<file path="config.mk">
export PLATFORM = sky130hd
export DESIGN_NAME = modbus_read_holding_regs_pdu
export DESIGN_NICKNAME = d
export VERILOG_FILES = /design/src/hw/rtl/mrhr_pkg.sv /design/src/hw/rtl/mrhr_front.sv /design/src/hw/rtl/mrhr_fifo.sv /design/src/hw/rtl/mrhr_back.sv /design/src/hw/rtl/modbus_read_holding_regs_pdu.sv
export SDC_FILE = /design/constraint.sdc
export NUM_CORES = 2
export LEC_CHECK = 0
export BUFFER_PORTS_ARGS = -buffer_cell sky130_fd_sc_hd__buf_4
export CAP_MARGIN = 5
export CORE_MARGIN = 8
export CORE_UTILIZATION = 55
export DETAILED_ROUTE_END_ITERATION = 8
export PLACE_DENSITY = 0.71
export SKIP_LAST_GASP = 1
export SYNTH_ARGS = -nofsm -noshare
export SYNTH_HDL_FRONTEND = slang
export SYNTH_HIERARCHICAL = 1
export SYNTH_MEMORY_MAX_BITS = 65536
export SYNTH_SLANG_ARGS = --single-unit
</file>
<file path="constraint.sdc">
create_clock -name clk_i -period 4.3 [get_ports clk_i]
set_input_delay 0.215 -clock clk_i [delete_from_list [all_inputs] [get_ports clk_i]]
set_output_delay 0.215 -clock clk_i [all_outputs]
set_load 0.05 [all_outputs]
</file>
<file path="src/hw/rtl/mrhr_pkg.sv">
package mrhr_pkg;

  localparam int unsigned MAX_REGS    = 125;
  localparam int unsigned BANK_SIZE   = 128;
  localparam int unsigned BANK_AW     = $clog2(BANK_SIZE);
  localparam int unsigned MEM_AW      = BANK_AW + 1;
  localparam int unsigned MEM_DEPTH   = 2 * BANK_SIZE;
  localparam int unsigned QDEPTH      = 4;
  localparam int unsigned QAW         = $clog2(QDEPTH);
  localparam int unsigned QCW         = $clog2(QDEPTH + 1);
  localparam int unsigned BUILD_BYTES = 5;
  localparam int unsigned BCW         = $clog2(BUILD_BYTES);

  localparam logic [7:0] FUNCTION_CODE = 8'd3;
  localparam logic [7:0] EXC_FLAG      = 8'h80;
  localparam logic [7:0] POS_MAX       = 8'd255;

  typedef enum logic [1:0] {
    OP_BUILD = 2'd0,
    OP_BYTE  = 2'd1,
    OP_READ  = 2'd2,
    OP_NONE  = 2'd3
  } op_e;

  typedef enum logic [1:0] {
    KIND_REQ    = 2'd0,
    KIND_STATUS = 2'd1,
    KIND_READ   = 2'd2
  } kind_e;

  typedef enum logic [2:0] {
    ST_OK        = 3'd0,
    ST_EXCEPTION = 3'd1,
    ST_BAD_FUNC  = 3'd2,
    ST_BAD_LEN   = 3'd3,
    ST_INVALID   = 3'd4
  } status_e;

  typedef enum logic [0:0] {
    CFG_START_ADDRESS  = 1'b0,
    CFG_REGISTER_COUNT = 1'b1
  } cfg_idx_e;

  typedef struct packed {
    kind_e       kind;
    status_e     status;
    logic [7:0]  exc;
    logic [15:0] value;
    logic [15:0] addr;
    logic [15:0] cnt;
  } cmd_t;

endpackage

</file>
<file path="src/hw/rtl/mrhr_front.sv">
module mrhr_front (
  input  logic               clk_i,
  input  logic               rst_ni,
  input  logic               push_i,
  output logic               full_o,
  input  logic [1:0]         operation_i,
  input  logic [7:0]         pdu_byte_i,
  input  logic               end_of_pdu_i,
  input  logic [6:0]         read_index_i,
  input  logic [15:0]        start_address_i,
  input  logic [15:0]        register_count_i,
  input  logic [mrhr_pkg::QCW-1:0] q_count_i,
  output logic               q_push_o,
  output mrhr_pkg::cmd_t     q_data_o
);
  import mrhr_pkg::*;

  logic [7:0]  pos_q, pos_d;
  logic [7:0]  fb_q, fb_d;
  logic [7:0]  sb_q, sb_d;
  logic [7:0]  hb_q, hb_d;
  logic        cb_q, cb_d;
  logic        stg_vld_q, stg_vld_d;
  cmd_t        stg_q, stg_d;

  logic [15:0] mem [MEM_DEPTH];
  logic [MEM_DEPTH-1:0] wvld_q;
  logic [15:0] rd_q;
  logic        rd_vld_q;

  logic              accept;
  logic              wr_en;
  logic [MEM_AW-1:0] wr_addr;
  logic [15:0]       wr_data;
  logic              rd_en;
  logic [MEM_AW-1:0] rd_addr;

  logic [7:0]  p2;
  logic [7:0]  fb_eff, sb_eff;
  logic [8:0]  len;
  logic [16:0] addr_end;
  logic        build_bad;
  status_e     st;
  logic [7:0]  exc;
  logic        commit;

  assign full_o = ({1'b0, q_count_i} + QCW'(stg_vld_q)) >= (QCW+1)'(QDEPTH);
  assign accept = push_i && !full_o;

  assign p2       = pos_q - 8'd2;
  assign fb_eff   = (pos_q == 8'd0) ? pdu_byte_i : fb_q;
  assign sb_eff   = (pos_q == 8'd1) ? pdu_byte_i : sb_q;
  assign len      = {1'b0, pos_q} + 9'd1;
  assign addr_end = {1'b0, start_address_i} + {1'b0, register_count_i};
  assign build_bad = (register_count_i == 16'd0) || (register_count_i > 16'(MAX_REGS)) ||
                     (addr_end > 17'h10000);

  always_comb begin
    st     = ST_OK;
    exc    = 8'd0;
    commit = 1'b0;
    if (fb_eff == (FUNCTION_CODE | EXC_FLAG)) begin
      st  = ST_EXCEPTION;
      exc = (pos_q != 8'd0) ? sb_eff : 8'd0;
    end else if (fb_eff != FUNCTION_CODE) begin
      st = ST_BAD_FUNC;
    end else if ((pos_q == 8'd0) || (register_count_i > 16'(MAX_REGS)) ||
                 ({9'd0, sb_eff} != {register_count_i, 1'b0}) ||
                 (len != ({1'b0, sb_eff} + 9'd2))) begin
      st = ST_BAD_LEN;
    end else begin
      commit = 1'b1;
    end
  end

  always_comb begin
    pos_d     = pos_q;
    fb_d      = fb_q;
    sb_d      = sb_q;
    hb_d      = hb_q;
    cb_d      = cb_q;
    stg_vld_d = 1'b0;
    stg_d     = '0;
    wr_en     = 1'b0;
    wr_addr   = {~cb_q, p2[BANK_AW:1]};
    wr_data   = {hb_q, pdu_byte_i};
    rd_en     = 1'b0;
    rd_addr   = {cb_q, read_index_i};
    if (accept) begin
      unique case (op_e'(operation_i))
        OP_BUILD: begin
          stg_vld_d = 1'b1;
          if (build_bad) begin
            stg_d.kind   = KIND_STATUS;
            stg_d.status = ST_INVALID;
          end else begin
            stg_d.kind = KIND_REQ;
            stg_d.addr = start_address_i;
            stg_d.cnt  = register_count_i;
          end
        end
        OP_BYTE: begin
          if (pos_q == 8'd0) begin
            fb_d = pdu_byte_i;
          end else if (pos_q == 8'd1) begin
            sb_d = pdu_byte_i;
          end else if (pos_q != POS_MAX) begin
            if (!p2[0]) begin
              hb_d = pdu_byte_i;
            end else begin
              wr_en = 1'b1;
            end
          end
          if (end_of_pdu_i) begin
            pos_d        = 8'd0;
            stg_vld_d    = 1'b1;
            stg_d.kind   = KIND_STATUS;
            stg_d.status = st;
            stg_d.exc    = exc;
            if (commit) begin
              cb_d = ~cb_q;
            end
          end else if (pos_q != POS_MAX) begin
            pos_d = pos_q + 8'd1;
          end
        end
        OP_READ: begin
          rd_en      = 1'b1;
          stg_vld_d  = 1'b1;
          stg_d.kind = KIND_READ;
        end
        default: begin
        end
      endcase
    end
  end

  always_ff @(posedge clk_i or negedge rst_ni) begin
    if (!rst_ni) begin
      pos_q     <= '0;
      fb_q      <= '0;
      sb_q      <= '0;
      hb_q      <= '0;
      cb_q      <= 1'b0;
      stg_vld_q <= 1'b0;
      wvld_q    <= '0;
    end else begin
      pos_q     <= pos_d;
      fb_q      <= fb_d;
      sb_q      <= sb_d;
      hb_q      <= hb_d;
      cb_q      <= cb_d;
      stg_vld_q <= stg_vld_d;
      if (wr_en) begin
        wvld_q[wr_addr] <= 1'b1;
      end
    end
  end

  always_ff @(posedge clk_i) begin
    stg_q <= stg_d;
    if (wr_en) begin
      mem[wr_addr] <= wr_data;
    end
    if (rd_en) begin
      rd_q     <= mem[rd_addr];
      rd_vld_q <= wvld_q[rd_addr];
    end
  end

  always_comb begin
    q_push_o = stg_vld_q;
    q_data_o = stg_q;
    if (stg_q.kind == KIND_READ) begin
      q_data_o.value = rd_vld_q ? rd_q : 16'd0;
    end
  end

endmodule

</file>
<file path="src/hw/rtl/mrhr_fifo.sv">
module mrhr_fifo (
  input  logic                     clk_i,
  input  logic                     rst_ni,
  input  logic                     push_i,
  input  mrhr_pkg::cmd_t           data_i,
  input  logic                     pop_i,
  output mrhr_pkg::cmd_t           data_o,
  output logic                     empty_o,
  output logic [mrhr_pkg::QCW-1:0] count_o
);
  import mrhr_pkg::*;

  cmd_t           mem_q [QDEPTH];
  logic [QAW-1:0] wp_q, wp_d;
  logic [QAW-1:0] rp_q, rp_d;
  logic [QCW-1:0] cnt_q, cnt_d;
  logic           do_pop;

  assign empty_o = (cnt_q == '0);
  assign count_o = cnt_q;
  assign data_o  = mem_q[rp_q];
  assign do_pop  = pop_i && !empty_o;

  always_comb begin
    wp_d  = push_i ? wp_q + QAW'(1) : wp_q;
    rp_d  = do_pop ? rp_q + QAW'(1) : rp_q;
    cnt_d = cnt_q + QCW'(push_i) - QCW'(do_pop);
  end

  always_ff @(posedge clk_i or negedge rst_ni) begin
    if (!rst_ni) begin
      wp_q  <= '0;
      rp_q  <= '0;
      cnt_q <= '0;
    end else begin
      wp_q  <= wp_d;
      rp_q  <= rp_d;
      cnt_q <= cnt_d;
    end
  end

  always_ff @(posedge clk_i) begin
    if (push_i) begin
      mem_q[wp_q] <= data_i;
    end
  end

endmodule

</file>
<file path="src/hw/rtl/mrhr_back.sv">
module mrhr_back (
  input  logic           clk_i,
  input  logic           rst_ni,
  input  mrhr_pkg::cmd_t cmd_i,
  input  logic           q_empty_i,
  output logic           q_pop_o,
  input  logic           pop_i,
  output logic           empty_o,
  output logic [1:0]     result_kind_o,
  output logic [7:0]     request_byte_o,
  output logic           last_of_run_o,
  output logic [2:0]     status_o,
  output logic [7:0]     exception_code_o,
  output logic [15:0]    register_value_o
);
  import mrhr_pkg::*;

  logic [BCW-1:0] bcnt_q, bcnt_d;
  logic           take;
  logic           last;

  assign empty_o = q_empty_i;
  assign take    = pop_i && !q_empty_i;
  assign last    = (cmd_i.kind != KIND_REQ) || (bcnt_q == BCW'(BUILD_BYTES - 1));
  assign q_pop_o = take && last;

  always_comb begin
    bcnt_d = bcnt_q;
    if (take) begin
      bcnt_d = last ? '0 : bcnt_q + BCW'(1);
    end
  end

  always_comb begin
    result_kind_o    = cmd_i.kind;
    request_byte_o   = 8'd0;
    last_of_run_o    = last;
    status_o         = 3'd0;
    exception_code_o = 8'd0;
    register_value_o = 16'd0;
    unique case (cmd_i.kind)
      KIND_REQ: begin
        case (bcnt_q)
          BCW'(0):  request_byte_o = FUNCTION_CODE;
          BCW'(1):  request_byte_o = cmd_i.addr[15:8];
          BCW'(2):  request_byte_o = cmd_i.addr[7:0];
          BCW'(3):  request_byte_o = cmd_i.cnt[15:8];
          default:  request_byte_o = cmd_i.cnt[7:0];
        endcase
      end
      KIND_STATUS: begin
        status_o         = cmd_i.status;
        exception_code_o = cmd_i.exc;
      end
      KIND_READ: begin
        register_value_o = cmd_i.value;
      end
      default: begin
      end
    endcase
  end

  always_ff @(posedge clk_i or negedge rst_ni) begin
    if (!rst_ni) begin
      bcnt_q <= '0;
    end else begin
      bcnt_q <= bcnt_d;
    end
  end

endmodule

</file>
<file path="src/hw/rtl/modbus_read_holding_regs_pdu.sv">
// Modbus function 3 PDU engine.
// Input queue side: present an item and raise push; it is taken on a clock
// edge with push high and full low. Operation 0 builds a request (five
// request bytes, or one invalid-request status), operation 1 feeds one
// response PDU byte (one status on the byte marked end_of_pdu, none
// otherwise), operation 2 reads one committed register.
// Result queue side: while empty is low the oldest result sits on the
// result ports; pop takes it. last_of_run marks the final result of an item.
// Configuration: cfg_valid_i/cfg_ready_o write start_address (index 0) or
// register_count (index 1); cfg_ready_o is always high. Write only when idle.
// A taken item is registered in the staging register, then written into the
// queue. Throughput: one item per cycle while full is low; a build item holds
// the result side for five pops. A four-entry queue plus one staging register
// decouple them: when the receiver stalls, full rises once four items wait.
// Reset clears the parse state, the committed-bank select, the per-entry
// written marks of the 256-word register store (unwritten entries read as
// zero), the queue and its staging register; no clearing pass is needed.
module modbus_read_holding_regs_pdu (
  input  logic        clk_i,
  input  logic        rst_ni,
  input  logic        push,
  output logic        full,
  input  logic [1:0]  operation_i,
  input  logic [7:0]  pdu_byte_i,
  input  logic        end_of_pdu_i,
  input  logic [6:0]  read_index_i,
  output logic        empty,
  input  logic        pop,
  output logic [1:0]  result_kind_o,
  output logic [7:0]  request_byte_o,
  output logic        last_of_run_o,
  output logic [2:0]  status_o,
  output logic [7:0]  exception_code_o,
  output logic [15:0] register_value_o,
  input  logic        cfg_valid_i,
  output logic        cfg_ready_o,
  input  logic [7:0]  cfg_index_i,
  input  logic [15:0] cfg_data_i
);
  import mrhr_pkg::*;

  logic [15:0]    start_address_q;
  logic [15:0]    register_count_q;
  logic [QCW-1:0] q_count;
  logic           q_push;
  cmd_t           q_wdata;
  cmd_t           q_rdata;
  logic           q_empty;
  logic           q_pop;

  assign cfg_ready_o = 1'b1;

  always_ff @(posedge clk_i or negedge rst_ni) begin
    if (!rst_ni) begin
      start_address_q  <= 16'd0;
      register_count_q <= 16'd1;
    end else if (cfg_valid_i) begin
      if (cfg_index_i == {7'd0, CFG_START_ADDRESS}) begin
        start_address_q <= cfg_data_i;
      end
      if (cfg_index_i == {7'd0, CFG_REGISTER_COUNT}) begin
        register_count_q <= cfg_data_i;
      end
    end
  end

  mrhr_front u_front (
    .clk_i            (clk_i),
    .rst_ni           (rst_ni),
    .push_i           (push),
    .full_o           (full),
    .operation_i      (operation_i),
    .pdu_byte_i       (pdu_byte_i),
    .end_of_pdu_i     (end_of_pdu_i),
    .read_index_i     (read_index_i),
    .start_address_i  (start_address_q),
    .register_count_i (register_count_q),
    .q_count_i        (q_count),
    .q_push_o         (q_push),
    .q_data_o         (q_wdata)
  );

  mrhr_fifo u_fifo (
    .clk_i   (clk_i),
    .rst_ni  (rst_ni),
    .push_i  (q_push),
    .data_i  (q_wdata),
    .pop_i   (q_pop),
    .data_o  (q_rdata),
    .empty_o (q_empty),
    .count_o (q_count)
  );

  mrhr_back u_back (
    .clk_i            (clk_i),
    .rst_ni           (rst_ni),
    .cmd_i            (q_rdata),
    .q_empty_i        (q_empty),
    .q_pop_o          (q_pop),
    .pop_i            (pop),
    .empty_o          (empty),
    .result_kind_o    (result_kind_o),
    .request_byte_o   (request_byte_o),
    .last_of_run_o    (last_of_run_o),
    .status_o         (status_o),
    .exception_code_o (exception_code_o),
    .register_value_o (register_value_o)
  );

endmodule
</file>
==> impl_results.md <==
- Status: completed
- Number of synthesized flops with an enable pin: 4,357
- Synth-to-Final Area Change: 14.1%
- Vias in the first global route: 88.7k
- Critical Path AT: 4.74 ns
- Post-synth top cells: edfxtp_1 (4,357), mux4_2 (1,418), dfrtp_1 (331)
- Die height: 591 um
- Initial antenna violation count: 20
- Main area contributors after synthesis: edfxtp_1 (72%), mux4_2 (18%), dfrtp_1 (4.5%), or2_2 (0.89%), nor2_1 (0.62%)
- Fraction of layout instances using a drive strength above 1: 0.355
- Synth top area share: 0.719
- Met1 Use GR: 0.353
- IO buf count: 86
- Leading area contributor after synthesis: edfxtp_1
- Met3 GRT Util: 0.0505
- Clock latency on the worst-skew pair: 0.98 ns
- Tmin final: 4.12 ns
- Unrepaired setup endpoints after global routing: false
- Initial core utilization: 0.552
- Startpoint Class: flip-flop
- CP delay by family, top: simple AND/OR/NAND/NOR gates
- Hold crit path type: primary input to flip-flop
- Postcts setup bufs: 0
- # rows: 211
- Maximum root-to-sink buffer count: 4
- Drt drc: 0
- Global-route wire length before repair: 632,000 um
- Total wire length: 440,000 um
- Worst Path Max Fanout: 17
- Vias per cell: 6.50
- Dpl cell area: 192,000 um2
- Post-Synthesis Cells: 7,880
- CTS sink count: 4,734
- Final setup violation count: 0
- CP Buf/Inv Count: 2
- Global Route met2 Usage: 0.398
- Drt first pass iters: 9
- Post-route ant nets: 0
- Via count: 87.1k
- Seq/Total Area, Yosys: 0.769
- Fillers: 21.3k
- Critical path cell sequence: a31oi_1 > nand4b_1 > nor2b_1 > nand4_1 > nor3_1 > nand2_2 > buf_4 > nor2_1 > buf_4
- Synthesized area: 182,000 um2
- Iteration-0 DRC Markers: 11.5k
- IR drop worst, VDD: 0.336 mV
- Async set-reset flop share out of synthesis: 0.0701
- Critical path's slowest cell: nand2_2
- Synth Area per Inst: 23.1 um2
- Pin count of the biggest net entering global routing: 162
- H-tree level count: 5
- Final hold vios: 0
- Fmax: 243 MHz
- Synth warn: 6
- Final HPWL DP: 254,000 um
- CP endpoint kind: flip-flop
- Period Utilization, post-route: 0.959
- Pwr Density: 493 nW/um2
- Max-Cap Viols: 0
- GRT Residual Overflow: 0
- Core Region: 330,000 um2
- Final nets: 8,706
- Die width: 591 um
- Required time of the critical path: 4.92 ns
- Leak pwr: 0.0690 uW
- Total track usage: 0.250
- Util after Layout: 0.630
- Routed wire length per instance: 32.8 um
- Slew headroom: 0.0285
- Largest stage delay on the critical path: 0.56 ns
- Clock slew at reported path FFs: 0.06 ns
- CTS tree: built
- GR peak layer: met2
- # IOs: 88
- Number of CTS-inserted buffers: 455
- Most common cell in the synthesized netlist: edfxtp_1
- GPL Wtd Cong: 0.868
- Ys flop type: edfxtp_1
- Yosys reg bits: 4,734
- Most used cell, CP: buf_4
- Clk root buf: clkbuf_16
- Slew at the pin with the worst max-slew slack: 1.46 ns
- Total negative setup slack: 0 ns
- Cell area after layout: 208,000 um2
- Setup CP Type: flip-flop to flip-flop
- Post-synth cell types: 75
- Post-Route Skew: 0.0388 ns
- Slew Limit Fails: 0
- Area of the die: 350,000 um2
[worst register-to-register path, cell delays in order, from the launching register on]
cell and delay (ns):
dfrtp_1 0.46, a31oi_1 0.45, nand4b_1 0.38, nor2b_1 0.25
nand4_1 0.24, nor3_1 0.48, nand2_2 0.57, buf_4 0.44
nor2_1 0.16, buf_4 0.33
[routing by layer]
| metal | vias up | share of wire |
|---|---|---|
| li1 | 34822 | - |
| met1 | 46815 | 0.38 |
| met2 | 4746 | 0.48 |
| met3 | 718 | 0.10 |
| met4 | 10 | 0.036 |
| met5 | - | 0.00038 |
[stage by stage]
stage | hold WS [ns] | instances | setup slack, ns | total power (uW)
CTS | 0.000484 | 13397 | 0.226 | 103000
global placement | 0.259 | 12486 | 0.291 | 63000
finish | 0.0675 | 13406 | 0.178 | 102000
detailed placement | 0.267 | 12486 | 0.277 | 63400
global route | 0.0456 | 13400 | 0.0360 | 105000
floorplan | -0.0806 | 7888 | 0.316 | 59900
[flip-flops by register name, indices dropped and copies added, names as in the netlist, 16 cells and up]
signal and cells:
u_front/mem 4096, start_address_q 16, u_front/q_data_o 45, u_fifo/mem_q 244, u_front/wvld_q 256, register_count_q 16
u_front/rd_q 16
[final timing paths]
kind	startpoint	endpoint	slack, ns	depth (start not counted)
max	u_front/q_push_o$_DFF_PN0_	u_front/mem[19][4]$_DFFE_PP_	0.18	9
min	cfg_data_i[13]	register_count_q[13]$_DFFE_PN0P_	0.07	3
max reg2reg	u_front/q_push_o$_DFF_PN0_	u_front/mem[19][4]$_DFFE_PP_	0.18	9
min reg2reg	u_front/wvld_q[95]$_DFFE_PN0P_	u_front/wvld_q[95]$_DFFE_PN0P_	0.46	1
max in group asynchronous	rst_ni	u_front/wvld_q[113]$_DFFE_PN0P_	3.06	4
min in group asynchronous	rst_ni	register_count_q[0]$_DFFE_PN1P_	0.50	3
[layout make-up]
type	count	area, um2	share of cell area
Inverter	27	101	0.000488
Antenna cell	9	22.5	0.000108
Tap cell	4366	5460	0.0263
Multi-Input combinational cell	2705	40500	0.195
Clock inverter	219	2380	0.0114
Sequential cell	4734	140000	0.674
Clock buffer	643	12700	0.0610
Timing Repair Buffer	703	6580	0.0317
[power breakdown]
part / total [uW] / switching [uW] / internal (uW)
sequential: 53400 / 777 / 52600
clock: 40000 / 16900 / 23200
combinational: 9040 / 5930 / 3110
[cells by family (layout without fill, tap and decap cells)]
family | after synthesis | count (layout) | share of synthesized area
xor+xnor | 27 | 27 | 0.00130
fa+ha+maj | 33 | 33 | 0.00235
other cells | 2 | 19 | 0.0000413
flops | 4734 | 4734 | 0.769
simple gates | 846 | 846 | 0.0239
mux | 1486 | 1486 | 0.180
compound gates | 303 | 303 | 0.0128
buf+inv | 449 | 1592 | 0.0103
[placed cells by master, fill, tap and decap left out, types with 84 or more instances in the layout]
cell type / count
clkbuf_1: 134
edfxtp_1: 4357
a22oi_1: 85
nor2_1: 198
mux4_2: 1418
or2_2: 259
buf_4: 557
dfrtp_1: 321
nor2_2: 100
buf_12: 84
clkbuf_16: 458
[repair_timing]
action / CTS / global route
endpoints found under the hold margin: 1024 / 0
hold buffers: 49 / 0
setup endpoints to repair: 0 / 1
resized for setup: 0 / 1
No activity file was read; power rests on OpenSTA's default activity.
